`src/sv/rfbshc_pkg.sv`:
```
`timescale 1ns / 1ps
// ----------------------------------------------------------------------------
// rfbshc_pkg
// Types, constants and helpers shared by the RFB handshake classifier.
// ----------------------------------------------------------------------------
package rfbshc_pkg;

    localparam int MAX_TYPES_DEF = 64;

    localparam int STATUS_W     = 2;
    localparam int MINOR_W      = 16;
    localparam int TYPE_COUNT_W = 7;
    localparam int IDX_W        = 4;
    localparam int CLASS_W      = 3;

    localparam logic [IDX_W-1:0] BANNER_LEN  = 4'd12;
    localparam logic [IDX_W-1:0] PREFIX_END  = 4'd4;
    localparam logic [IDX_W-1:0] FORM_END    = 4'd8;
    localparam logic [IDX_W-1:0] DIGITS_END  = 4'd11;
    localparam logic [IDX_W-1:0] LEGACY_HIGH = 4'd3;

    localparam logic [7:0] ASCII_ZERO      = 8'h30;
    localparam logic [7:0] TYPE_NONE       = 8'd1;
    localparam logic [7:0] TYPE_DES        = 8'd2;
    localparam logic [7:0] TYPE_STRONG_MIN = 8'd16;
    localparam logic [MINOR_W-1:0] LEGACY_MINOR_LIMIT = 16'd7;

    // class flag bit positions
    localparam int CF_NONE   = 0;
    localparam int CF_DES    = 1;
    localparam int CF_STRONG = 2;

    typedef enum logic [2:0] {
        PH_BANNER = 3'd0,
        PH_LEGACY = 3'd1,
        PH_COUNT  = 3'd2,
        PH_LIST   = 3'd3,
        PH_DONE   = 3'd4
    } phase_t;

    typedef enum logic [STATUS_W-1:0] {
        ST_OK     = 2'd0,
        ST_NOT_RFB = 2'd1,
        ST_CLOSED = 2'd2
    } status_t;

    typedef enum logic {
        OP_DATA  = 1'b0,
        OP_CLOSE = 1'b1
    } op_t;

    typedef struct packed {
        op_t        operation;
        logic [7:0] data_byte;
    } item_t;

    typedef struct packed {
        status_t                   status;
        logic                      legacy_format;
        logic [MINOR_W-1:0]        minor_version;
        logic [TYPE_COUNT_W-1:0]   type_count;
        logic                      offers_none;
        logic                      offers_des;
        logic                      offers_strong;
        logic                      no_auth_flag;
        logic                      weak_auth_flag;
    } result_t;

    // expected banner text "RFB 003." for the first eight bytes
    function automatic logic [7:0] banner_char(input logic [2:0] idx);
        logic [7:0] c;
        case (idx)
            3'd0:    c = 8'h52;  // R
            3'd1:    c = 8'h46;  // F
            3'd2:    c = 8'h42;  // B
            3'd3:    c = 8'h20;  // space
            3'd4:    c = 8'h30;  // 0
            3'd5:    c = 8'h30;  // 0
            3'd6:    c = 8'h33;  // 3
            default: c = 8'h2e;  // .
        endcase
        return c;
    endfunction

    function automatic logic [CLASS_W-1:0] classify(input logic [7:0] t);
        logic [CLASS_W-1:0] f;
        f = '0;
        if (t == TYPE_NONE) begin
            f[CF_NONE] = 1'b1;
        end else if (t == TYPE_DES) begin
            f[CF_DES] = 1'b1;
        end else if (t >= TYPE_STRONG_MIN) begin
            f[CF_STRONG] = 1'b1;
        end
        return f;
    endfunction

endpackage

```
`src/sv/rfb_security_handshake_classifier_top.sv`:
```
`timescale 1ns / 1ps
// ----------------------------------------------------------------------------
// rfb_security_handshake_classifier_top
// Classifies the security types offered in the server side of an RFB handshake.
// ----------------------------------------------------------------------------
// Usage:
//   Input stream s_*: one server byte per item in s_tdata; s_tuser = 1 marks a
//   connection close, which restarts the parser (data byte ignored).
//   Result stream m_*: at most one result item per input item, issued when the
//   banner prefix fails, the security type list or legacy type completes, or the link closes early.
//   m_tuser carries the status code, m_tdata the version and type findings.
// Path: an item is registered in the input register on accept, parsed from there,
//   and its result is registered in the result register, which drives m_tvalid.
// Throughput: one item per cycle unless a result waits on m_tready; the per-byte
//   parser update is a single register-to-register step (a byte every cycle).
// Reset (aresetn low, synchronous): both stages empty, parser waits for the
//   first banner byte.
// Stall: while a result waits on m_tready, the parser holds and the input
//   register keeps one item; s_tready drops once that register is full.
// ----------------------------------------------------------------------------
module rfb_security_handshake_classifier_top
    import rfbshc_pkg::*;
#(
    parameter int MAX_TYPES = MAX_TYPES_DEF
) (
    input  logic        aclk,
    input  logic        aresetn,
    input  logic        s_tvalid,
    output logic        s_tready,
    input  logic [7:0]  s_tdata,   // [7:0] data_byte
    input  logic        s_tuser,   // [0] operation
    output logic        m_tvalid,
    input  logic        m_tready,
    output logic [31:0] m_tdata,   // [0] legacy_format, [16:1] minor_version,
                                   // [23:17] type_count, [24] offers_none,
                                   // [25] offers_des, [26] offers_strong,
                                   // [27] no_auth_flag, [28] weak_auth_flag
    output logic [1:0]  m_tuser    // [1:0] status
);

    logic    out_free;
    logic    step;
    item_t   item;
    logic    res_valid;
    result_t res;
    result_t out_res;

    rfbshc_in_stage u_in (
        .aclk     (aclk),
        .aresetn  (aresetn),
        .s_tvalid (s_tvalid),
        .s_tready (s_tready),
        .s_tdata  (s_tdata),
        .s_tuser  (s_tuser),
        .out_free (out_free),
        .step     (step),
        .item     (item)
    );

    rfbshc_parser #(
        .MAX_TYPES (MAX_TYPES)
    ) u_parser (
        .aclk      (aclk),
        .aresetn   (aresetn),
        .step      (step),
        .item      (item),
        .res_valid (res_valid),
        .res       (res)
    );

    rfbshc_out_stage u_out (
        .aclk     (aclk),
        .aresetn  (aresetn),
        .load     (res_valid),
        .res      (res),
        .out_free (out_free),
        .m_tvalid (m_tvalid),
        .m_tready (m_tready),
        .out_res  (out_res)
    );

    assign m_tuser = out_res.status;
    assign m_tdata = {3'd0,
                      out_res.weak_auth_flag,
                      out_res.no_auth_flag,
                      out_res.offers_strong,
                      out_res.offers_des,
                      out_res.offers_none,
                      out_res.type_count,
                      out_res.minor_version,
                      out_res.legacy_format};

endmodule

```
`src/sv/rfbshc_in_stage.sv`:
```
`timescale 1ns / 1ps
// ----------------------------------------------------------------------------
// rfbshc_in_stage
// Input register: captures one item and offers it to the parser.
// ----------------------------------------------------------------------------
module rfbshc_in_stage
    import rfbshc_pkg::*;
(
    input  logic       aclk,
    input  logic       aresetn,
    input  logic       s_tvalid,
    output logic       s_tready,
    input  logic [7:0] s_tdata,
    input  logic       s_tuser,
    input  logic       out_free,
    output logic       step,
    output item_t      item
);

    logic  valid_reg;
    logic  valid_next;
    item_t item_reg;
    logic  take;

    // item moves on when the result slot is free
    assign step     = valid_reg && out_free;
    assign s_tready = !valid_reg || out_free;
    assign take     = s_tvalid && s_tready;
    assign item     = item_reg;

    always_comb begin
        valid_next = valid_reg;
        if (take) begin
            valid_next = 1'b1;
        end else if (step) begin
            valid_next = 1'b0;
        end
    end

    always_ff @(posedge aclk) begin
        if (!aresetn) begin
            valid_reg <= 1'b0;
        end else begin
            valid_reg <= valid_next;
        end
    end

    always_ff @(posedge aclk) begin
        if (take) begin
            item_reg.operation <= op_t'(s_tuser);
            item_reg.data_byte <= s_tdata;
        end
    end

endmodule

```
`src/sv/rfbshc_parser.sv`:
```
`timescale 1ns / 1ps
// ----------------------------------------------------------------------------
// rfbshc_parser
// Handshake state and per-byte update; builds the result when one is due.
// ----------------------------------------------------------------------------
module rfbshc_parser
    import rfbshc_pkg::*;
#(
    parameter int MAX_TYPES = MAX_TYPES_DEF
) (
    input  logic    aclk,
    input  logic    aresetn,
    input  logic    step,
    input  item_t   item,
    output logic    res_valid,
    output result_t res
);

    localparam int TW = $clog2(MAX_TYPES + 1);
    localparam logic [7:0] MAX_B = 8'(MAX_TYPES);

    phase_t             phase_reg, phase_next;
    logic [IDX_W-1:0]   byte_index_reg, byte_index_next;
    logic               prefix_match_reg, prefix_match_next;
    logic               form_ok_reg, form_ok_next;
    logic [MINOR_W-1:0] minor_accum_reg, minor_accum_next;
    logic [TW-1:0]      remaining_reg, remaining_next;
    logic [TW-1:0]      seen_reg, seen_next;
    logic               high_zero_reg, high_zero_next;
    logic [CLASS_W-1:0] class_reg, class_next;

    logic [7:0]         b;
    logic [IDX_W-1:0]   idx_inc;
    logic [MINOR_W-1:0] minor_val;
    logic               is_legacy;
    logic               emit_closed;
    logic               emit_not_rfb;
    logic               emit_ok;
    logic               legacy_done;

    assign b       = item.data_byte;
    assign idx_inc = byte_index_reg + 1'b1;
    // minor version as the banner left it (next-state value at the last byte)
    assign minor_val = form_ok_next ? minor_accum_next : '0;
    assign is_legacy = !minor_val[MINOR_W-1] && (minor_val < LEGACY_MINOR_LIMIT);

    // next state
    always_comb begin
        phase_next        = phase_reg;
        byte_index_next   = byte_index_reg;
        prefix_match_next = prefix_match_reg;
        form_ok_next      = form_ok_reg;
        minor_accum_next  = minor_accum_reg;
        remaining_next    = remaining_reg;
        seen_next         = seen_reg;
        high_zero_next    = high_zero_reg;
        class_next        = class_reg;
        emit_closed       = 1'b0;
        emit_not_rfb      = 1'b0;
        emit_ok           = 1'b0;
        legacy_done       = 1'b0;
        if (step) begin
            if (item.operation == OP_CLOSE) begin
                emit_closed       = (phase_reg != PH_DONE);
                phase_next        = PH_BANNER;
                byte_index_next   = '0;
                prefix_match_next = 1'b1;
                form_ok_next      = 1'b1;
                minor_accum_next  = '0;
                remaining_next    = '0;
                seen_next         = '0;
                high_zero_next    = 1'b1;
                class_next        = '0;
            end else begin
                case (phase_reg)
                    PH_BANNER: begin
                        if (byte_index_reg < PREFIX_END) begin
                            if (b != banner_char(byte_index_reg[2:0])) begin
                                prefix_match_next = 1'b0;
                            end
                        end else if (byte_index_reg < FORM_END) begin
                            if (b != banner_char(byte_index_reg[2:0])) begin
                                form_ok_next = 1'b0;
                            end
                        end else if (byte_index_reg < DIGITS_END) begin
                            // accum * 10 + (b - '0'), wrapping at 16 bits
                            minor_accum_next = (minor_accum_reg << 3)
                                             + (minor_accum_reg << 1)
                                             + {8'd0, b} - {8'd0, ASCII_ZERO};
                        end
                        byte_index_next = idx_inc;
                        if (idx_inc == BANNER_LEN) begin
                            byte_index_next = '0;
                            if (!prefix_match_next) begin
                                phase_next   = PH_DONE;
                                emit_not_rfb = 1'b1;
                            end else if (is_legacy) begin
                                phase_next = PH_LEGACY;
                            end else begin
                                phase_next = PH_COUNT;
                            end
                        end
                    end
                    PH_LEGACY: begin
                        if (byte_index_reg < LEGACY_HIGH) begin
                            if (b != 8'd0) begin
                                high_zero_next = 1'b0;
                            end
                            byte_index_next = idx_inc;
                        end else begin
                            byte_index_next = '0;
                            if (high_zero_reg) begin
                                seen_next  = TW'(1);
                                class_next = class_reg | classify(b);
                            end
                            emit_ok     = 1'b1;
                            legacy_done = 1'b1;
                            phase_next  = PH_DONE;
                        end
                    end
                    PH_COUNT: begin
                        if (b == 8'd0) begin
                            emit_ok    = 1'b1;
                            phase_next = PH_DONE;
                        end else begin
                            remaining_next = (b > MAX_B) ? TW'(MAX_B) : TW'(b);
                            phase_next     = PH_LIST;
                        end
                    end
                    PH_LIST: begin
                        class_next = class_reg | classify(b);
                        seen_next  = seen_reg + 1'b1;
                        if (remaining_reg != '0) begin
                            remaining_next = remaining_reg - 1'b1;
                        end
                        if (remaining_next == '0) begin
                            emit_ok    = 1'b1;
                            phase_next = PH_DONE;
                        end
                    end
                    default: begin
                        phase_next = phase_reg;
                    end
                endcase
            end
        end
    end

    // result
    always_comb begin
        res       = '0;
        res_valid = emit_closed || emit_not_rfb || emit_ok;
        if (emit_closed) begin
            res.status = ST_CLOSED;
        end else if (emit_not_rfb) begin
            res.status = ST_NOT_RFB;
        end else begin
            res.status         = ST_OK;
            res.legacy_format  = legacy_done;
            res.minor_version  = form_ok_reg ? minor_accum_reg : '0;
            res.type_count     = TYPE_COUNT_W'(seen_next);
            res.offers_none    = class_next[CF_NONE];
            res.offers_des     = class_next[CF_DES];
            res.offers_strong  = class_next[CF_STRONG];
            res.no_auth_flag   = class_next[CF_NONE];
            res.weak_auth_flag = class_next[CF_DES] && !class_next[CF_STRONG];
        end
    end

    always_ff @(posedge aclk) begin
        if (!aresetn) begin
            phase_reg        <= PH_BANNER;
            byte_index_reg   <= '0;
            prefix_match_reg <= 1'b1;
            form_ok_reg      <= 1'b1;
            minor_accum_reg  <= '0;
            remaining_reg    <= '0;
            seen_reg         <= '0;
            high_zero_reg    <= 1'b1;
            class_reg        <= '0;
        end else begin
            phase_reg        <= phase_next;
            byte_index_reg   <= byte_index_next;
            prefix_match_reg <= prefix_match_next;
            form_ok_reg      <= form_ok_next;
            minor_accum_reg  <= minor_accum_next;
            remaining_reg    <= remaining_next;
            seen_reg         <= seen_next;
            high_zero_reg    <= high_zero_next;
            class_reg        <= class_next;
        end
    end

    a_res_needs_step: assert property (@(posedge aclk) disable iff (!aresetn)
        res_valid |-> step)
        else $error("result without an item");

    a_ok_goes_done: assert property (@(posedge aclk) disable iff (!aresetn)
        (res_valid && res.status == ST_OK) |=> phase_reg == PH_DONE)
        else $error("parser not done after ok result");

    a_close_restarts: assert property (@(posedge aclk) disable iff (!aresetn)
        (step && item.operation == OP_CLOSE) |=>
            (phase_reg == PH_BANNER && byte_index_reg == '0 && seen_reg == '0))
        else $error("close did not restart parser");

    a_list_nonempty: assert property (@(posedge aclk) disable iff (!aresetn)
        phase_reg == PH_LIST |-> remaining_reg != '0)
        else $error("list phase with nothing remaining");

endmodule

```
`src/sv/rfbshc_out_stage.sv`:
```
`timescale 1ns / 1ps
// ----------------------------------------------------------------------------
// rfbshc_out_stage
// Result register: holds one result item until the receiver takes it.
// ----------------------------------------------------------------------------
module rfbshc_out_stage
    import rfbshc_pkg::*;
(
    input  logic    aclk,
    input  logic    aresetn,
    input  logic    load,
    input  result_t res,
    output logic    out_free,
    output logic    m_tvalid,
    input  logic    m_tready,
    output result_t out_res
);

    logic    valid_reg;
    logic    valid_next;
    result_t res_reg;

    assign out_free = !valid_reg || m_tready;
    assign m_tvalid = valid_reg;
    assign out_res  = res_reg;

    always_comb begin
        valid_next = valid_reg;
        if (load) begin
            valid_next = 1'b1;
        end else if (m_tready) begin
            valid_next = 1'b0;
        end
    end

    always_ff @(posedge aclk) begin
        if (!aresetn) begin
            valid_reg <= 1'b0;
        end else begin
            valid_reg <= valid_next;
        end
    end

    always_ff @(posedge aclk) begin
        if (load) begin
            res_reg <= res;
        end
    end

endmodule

```
`config.mk`:
```
export PLATFORM = sky130hd
export DESIGN_NAME = rfb_security_handshake_classifier_top
export DESIGN_NICKNAME = d
export VERILOG_FILES = /design/src/sv/rfbshc_pkg.sv /design/src/sv/rfb_security_handshake_classifier_top.sv /design/src/sv/rfbshc_in_stage.sv /design/src/sv/rfbshc_parser.sv /design/src/sv/rfbshc_out_stage.sv
export SDC_FILE = /design/constraint.sdc
export NUM_CORES = 1
export LEC_CHECK = 0
export ABC_AREA = 1
export BUFFER_PORTS_ARGS = -buffer_cell sky130_fd_sc_hd__buf_2
export CAP_MARGIN = 20
export CORE_MARGIN = 4
export CORE_UTILIZATION = 45
export DETAILED_ROUTE_END_ITERATION = 10
export SYNTH_ARGS = -nofsm -noshare
export SYNTH_HDL_FRONTEND = slang
export SYNTH_SLANG_ARGS = --single-unit
```
`constraint.sdc`:
```
create_clock -name aclk -period 4.25 [get_ports aclk]
set_input_delay 0.2125 -clock aclk [delete_from_list [all_inputs] [get_ports aclk]]
set_output_delay 0.2125 -clock aclk [all_outputs]
set_load 0.02 [all_outputs]
```
==> results.txt <==
----------------------------------------------------
[Run status]
  Result of the run ... complete, no violations

[Critical path]
  Crit path DAT ... around 3700 ps
  Cells along the critical path ... inv_1, fa_1, inv_1, ha_1, ha_1, inv_1, fa_1, inv_1, nand3_1, nand2_1, nand2_1, nand2_1, xnor2_1, nand2_1, nand3b_1, nand2_1, nor2_1, nand3_1, nand3_1, nand2_1, nand2_1, a21oi_1
  Cell type with the highest occurrence count on the critical path ... nand2_1
  Start-to-end type of the worst setup path ... reg2reg
  Reg-to-reg slack, setup ... ~790 ps
  Master of the slowest instance on the critical path ... fa_1
  Endpoint class of the critical path ... flip-flop
  Endpoint of the most critical register-to-register path ... u_parser.phase_reg[1]
  R2r startpoint ... u_parser.minor_accum_reg[0]
  Critical Path Fanout Max ... 4
  Logic depth of the worst register-to-register path ... 22
  Worst path required time ... ~4500 ps
  Worst Setup Start Kind ... flip-flop
  Largest stage delay, worst path ... about 510 ps

[Logic synthesis]
  Mean instance size in the synthesized netlist ... around 7.6 sq um
  Synth Register Bits ... 84
  Most frequently used flop master after synthesis ... dfxtp_1
  Leading cell types by count after synthesis ... 144 x nand2_1, 118 x inv_1, 97 x nor2_1, 50 x nand3_1, 45 x dfxtp_1
  Async S/R FF share, synth ... 0%
  Cells taking the most area after synthesis ... edfxtp_1 21%, dfxtp_1 17%, nand2_1 9.9%
  Sequential share of the synthesized area ... 38.0%
  Netlist area before placement ... 5450 sq um
  Number of synthesized flops with an enable pin ... 39
  Most frequently used cell type in the post-synthesis netlist ... nand2_1
  Number of warnings printed during yosys synthesis ... 0
  Cells after synthesis ... roughly 700
  Yosys cell types ... between 40 and 50
  Post-synthesis cell type with the largest combined area ... edfxtp_1
  Yosys top cell area share ... approximately 21%

[Floorplan]
  FP Rows ... 39
  Effective utilization at floorplan ... 46.9%
  Placeable core area ... ~12,000 sq um
  Area of the die ... approximately 14,000 sq um
  Die height ... 118 microns
  Die span in x ... approximately 120 microns
  Total I/O pin count ... 49

[GRT]
  Largest net degree at the start of global routing ... 39
  Number of global-route vias before repair ... 4,490
  Wire length of the first global-routing pass ... roughly 22 mm
  Number of antenna violations at the first check in global routing ... 0
  Gr ovfl total ... 0
  Overall track demand over capacity in global routing ... between 10% and 20%

[Timing]
  Headroom to the max-slew limit ... a little under two thirds
  Final-report hold violation count ... 0
  Max Slew Vio Count ... 0
  RSZ-0062 raised after global routing ... false
  Final setup skew ... around 11 ps
  Sum of negative setup slack ... 0 ps
  Number of setup violations in the final report ... 0
  Transition time at the pin with the least slew margin ... between 500 and 600 ps
  Period utilization ... between 80% and 90%
  Highest clock frequency the design can meet ... a little under 0.3 GHz
  Time the final worst path needs with I/O delays and setup ... about 3500 ps
  Final hold slack ... 40.5 ps

[Clock tree]
  Post-CTS setup buffer count ... 0
  Count of hold buffers inserted by post-cts repair ... 0
  Clock latency reported for the late side of the worst-skew pair ... 350 ps
  Number of clock buffers inserted by TritonCTS ... 9
  Deepest level of the CTS H-tree ... 3
  Cell at the root of the clock tree ... clkbuf_16
  CTS sink cnt ... 84
  Clock transition at the register clock pins on the worst setup and hold paths after CTS ... ~60 ps
  Largest buffer count on any clock path ... 2
  Count of instances resized after the clock tree is built ... 0
  Clock tree from TritonCTS ... built

[Detailed routing]
  Routed wire length ... 12.9 mm
  Total number of vias ... 4,753
  Antenna viol nets, final ... 0
  Initial DRC Count ... around 380
  Mean number of vias per cell ... 5.19
  Number of iterations in the first detailed-routing pass ... 5
  Detail-routed net length per standard cell ... between 10 and 15 microns
  DRC violation count after routing ... 0

[Hold path]
  Worst Hold Depth ... 1
  Origin of the worst min-delay path ... s_tdata[6]
  Worst-case hold path end point ... u_in.item[6]
  Worst hold path class ... in2reg

[Finish]
  Layout Cell Area excl Fill ... between 6000 and 7000 sq um
  Number of flip-flops in the largest register ... 30
  Ratio of cells with drive above 1 in the final layout ... between 10 and 15%
  Final antenna diode count ... 0
  Final standard cell utilization of the core ... between 50% and 60%
  Layout net count ... about 830
  Layout overhead on the synthesized area ... 12.1%

[Power]
  Power per unit of standard cell area ... 302 nW/um^2
  Worst IR Drop VDD ... 0.227 mV
  P_leak ... roughly 2.8 nW

[Run]
  Max_cap viols ... 0

[Placed design]
  RePlAce Congestion ... approximately 0.92
  Number of buffers inserted by port buffering ... 45
  Post-DP HPWL ... around 10 mm
  Cell Area, Placed ... about 5800 sq um

----------------------------------------------------
[critical path: cells and delay by family (launching register included)]
family	cells	cell delay, ps
buffers and inverters	4	350
adders and majority gates	4	1380
xor gates and xnor gates	1	110
and+or+nand+nor	12	1040
AOI/OAI and AO/OA	1	70
DFF	1	380
[cell families after synthesis]
logic type | Yosys count | synth area share, %
flops | 84 | 38.0
simple gates | 333 | 26.4
fa+ha+maj | 48 | 11.8
xor+xnor | 17 | 2.73
buf+inv | 139 | 10.2
other cells | 1 | 0.0688
compound gates | 99 | 10.7
[layout make-up]
class / instances / area [sq um]
Clock buffer: 10 / 229
Clock inverter: 6 / 70.1
Fill cell: 1119 / 5500
Inverter: 124 / 467
Multi-Input combinational cell: 500 / 2830
Sequential cell: 84 / 2070
Tap cell: 143 / 179
Timing Repair Buffer: 49 / 268
[layer usage]
metal | up-vias | wire length [microns] | part of all wire, % | global-route usage [%]
met4 | 0 | 159 | 1.2 | 4.91
met5 | - | 0 | 0 | 0
li1 | 2433 | - | - | -
met3 | 11 | 831 | 6.4 | 3.89
met2 | 154 | 5530 | 43 | 28.7
met1 | 2155 | 6420 | 50 | 26.8
[where the power goes]
| part | internal [mW] | switching (mW) | leakage (nW) |
|---|---|---|---|
| logic | 0.0543 | 0.124 | 1.95 |
| clock network | 0.461 | 0.334 | 0.141 |
| registers | 0.861 | 0.0123 | 0.733 |
[worst max-delay path by stage]
stage / start / end / slack [ps]
2_1_floorplan: u_in.item[3] / u_parser.phase_reg[0] / 1180
3_3_place_gp: u_in.item[3] / u_parser.phase_reg[0] / 960
3_5_place_dp: u_in.item[3] / u_parser.phase_reg[1] / 850
4_1_cts: u_in.item[3] / u_parser.phase_reg[0] / 820
5_1_grt: u_in.item[3] / u_parser.phase_reg[0] / 560
6_report: u_parser.minor_accum_reg[0] / u_parser.phase_reg[1] / 790
[metrics by stage]
step                      instances  power [mW]  worst slack [ps]
after detailed placement        900        1.07               846
after floorplan                 723        1.02              1180
after global routing            916        1.92               556
after global placement          900        1.07               957
after CTS                       916        1.86               825
final                           916        1.84               791
[cell usage in the layout (no fill, tap or decap), drive strengths merged, types with 12 or more instances in the layout]
master	netlist	layout
edfxtp	39	39
nor2	111	111
nand2	146	146
inv	121	123
dfxtp	45	45
nand3	51	51
xor2	12	12
o21ai	28	28
nor3	15	15
a21oi	42	42
ha	42	42
buf	8	49
Power figures use the tool's default switching activity.
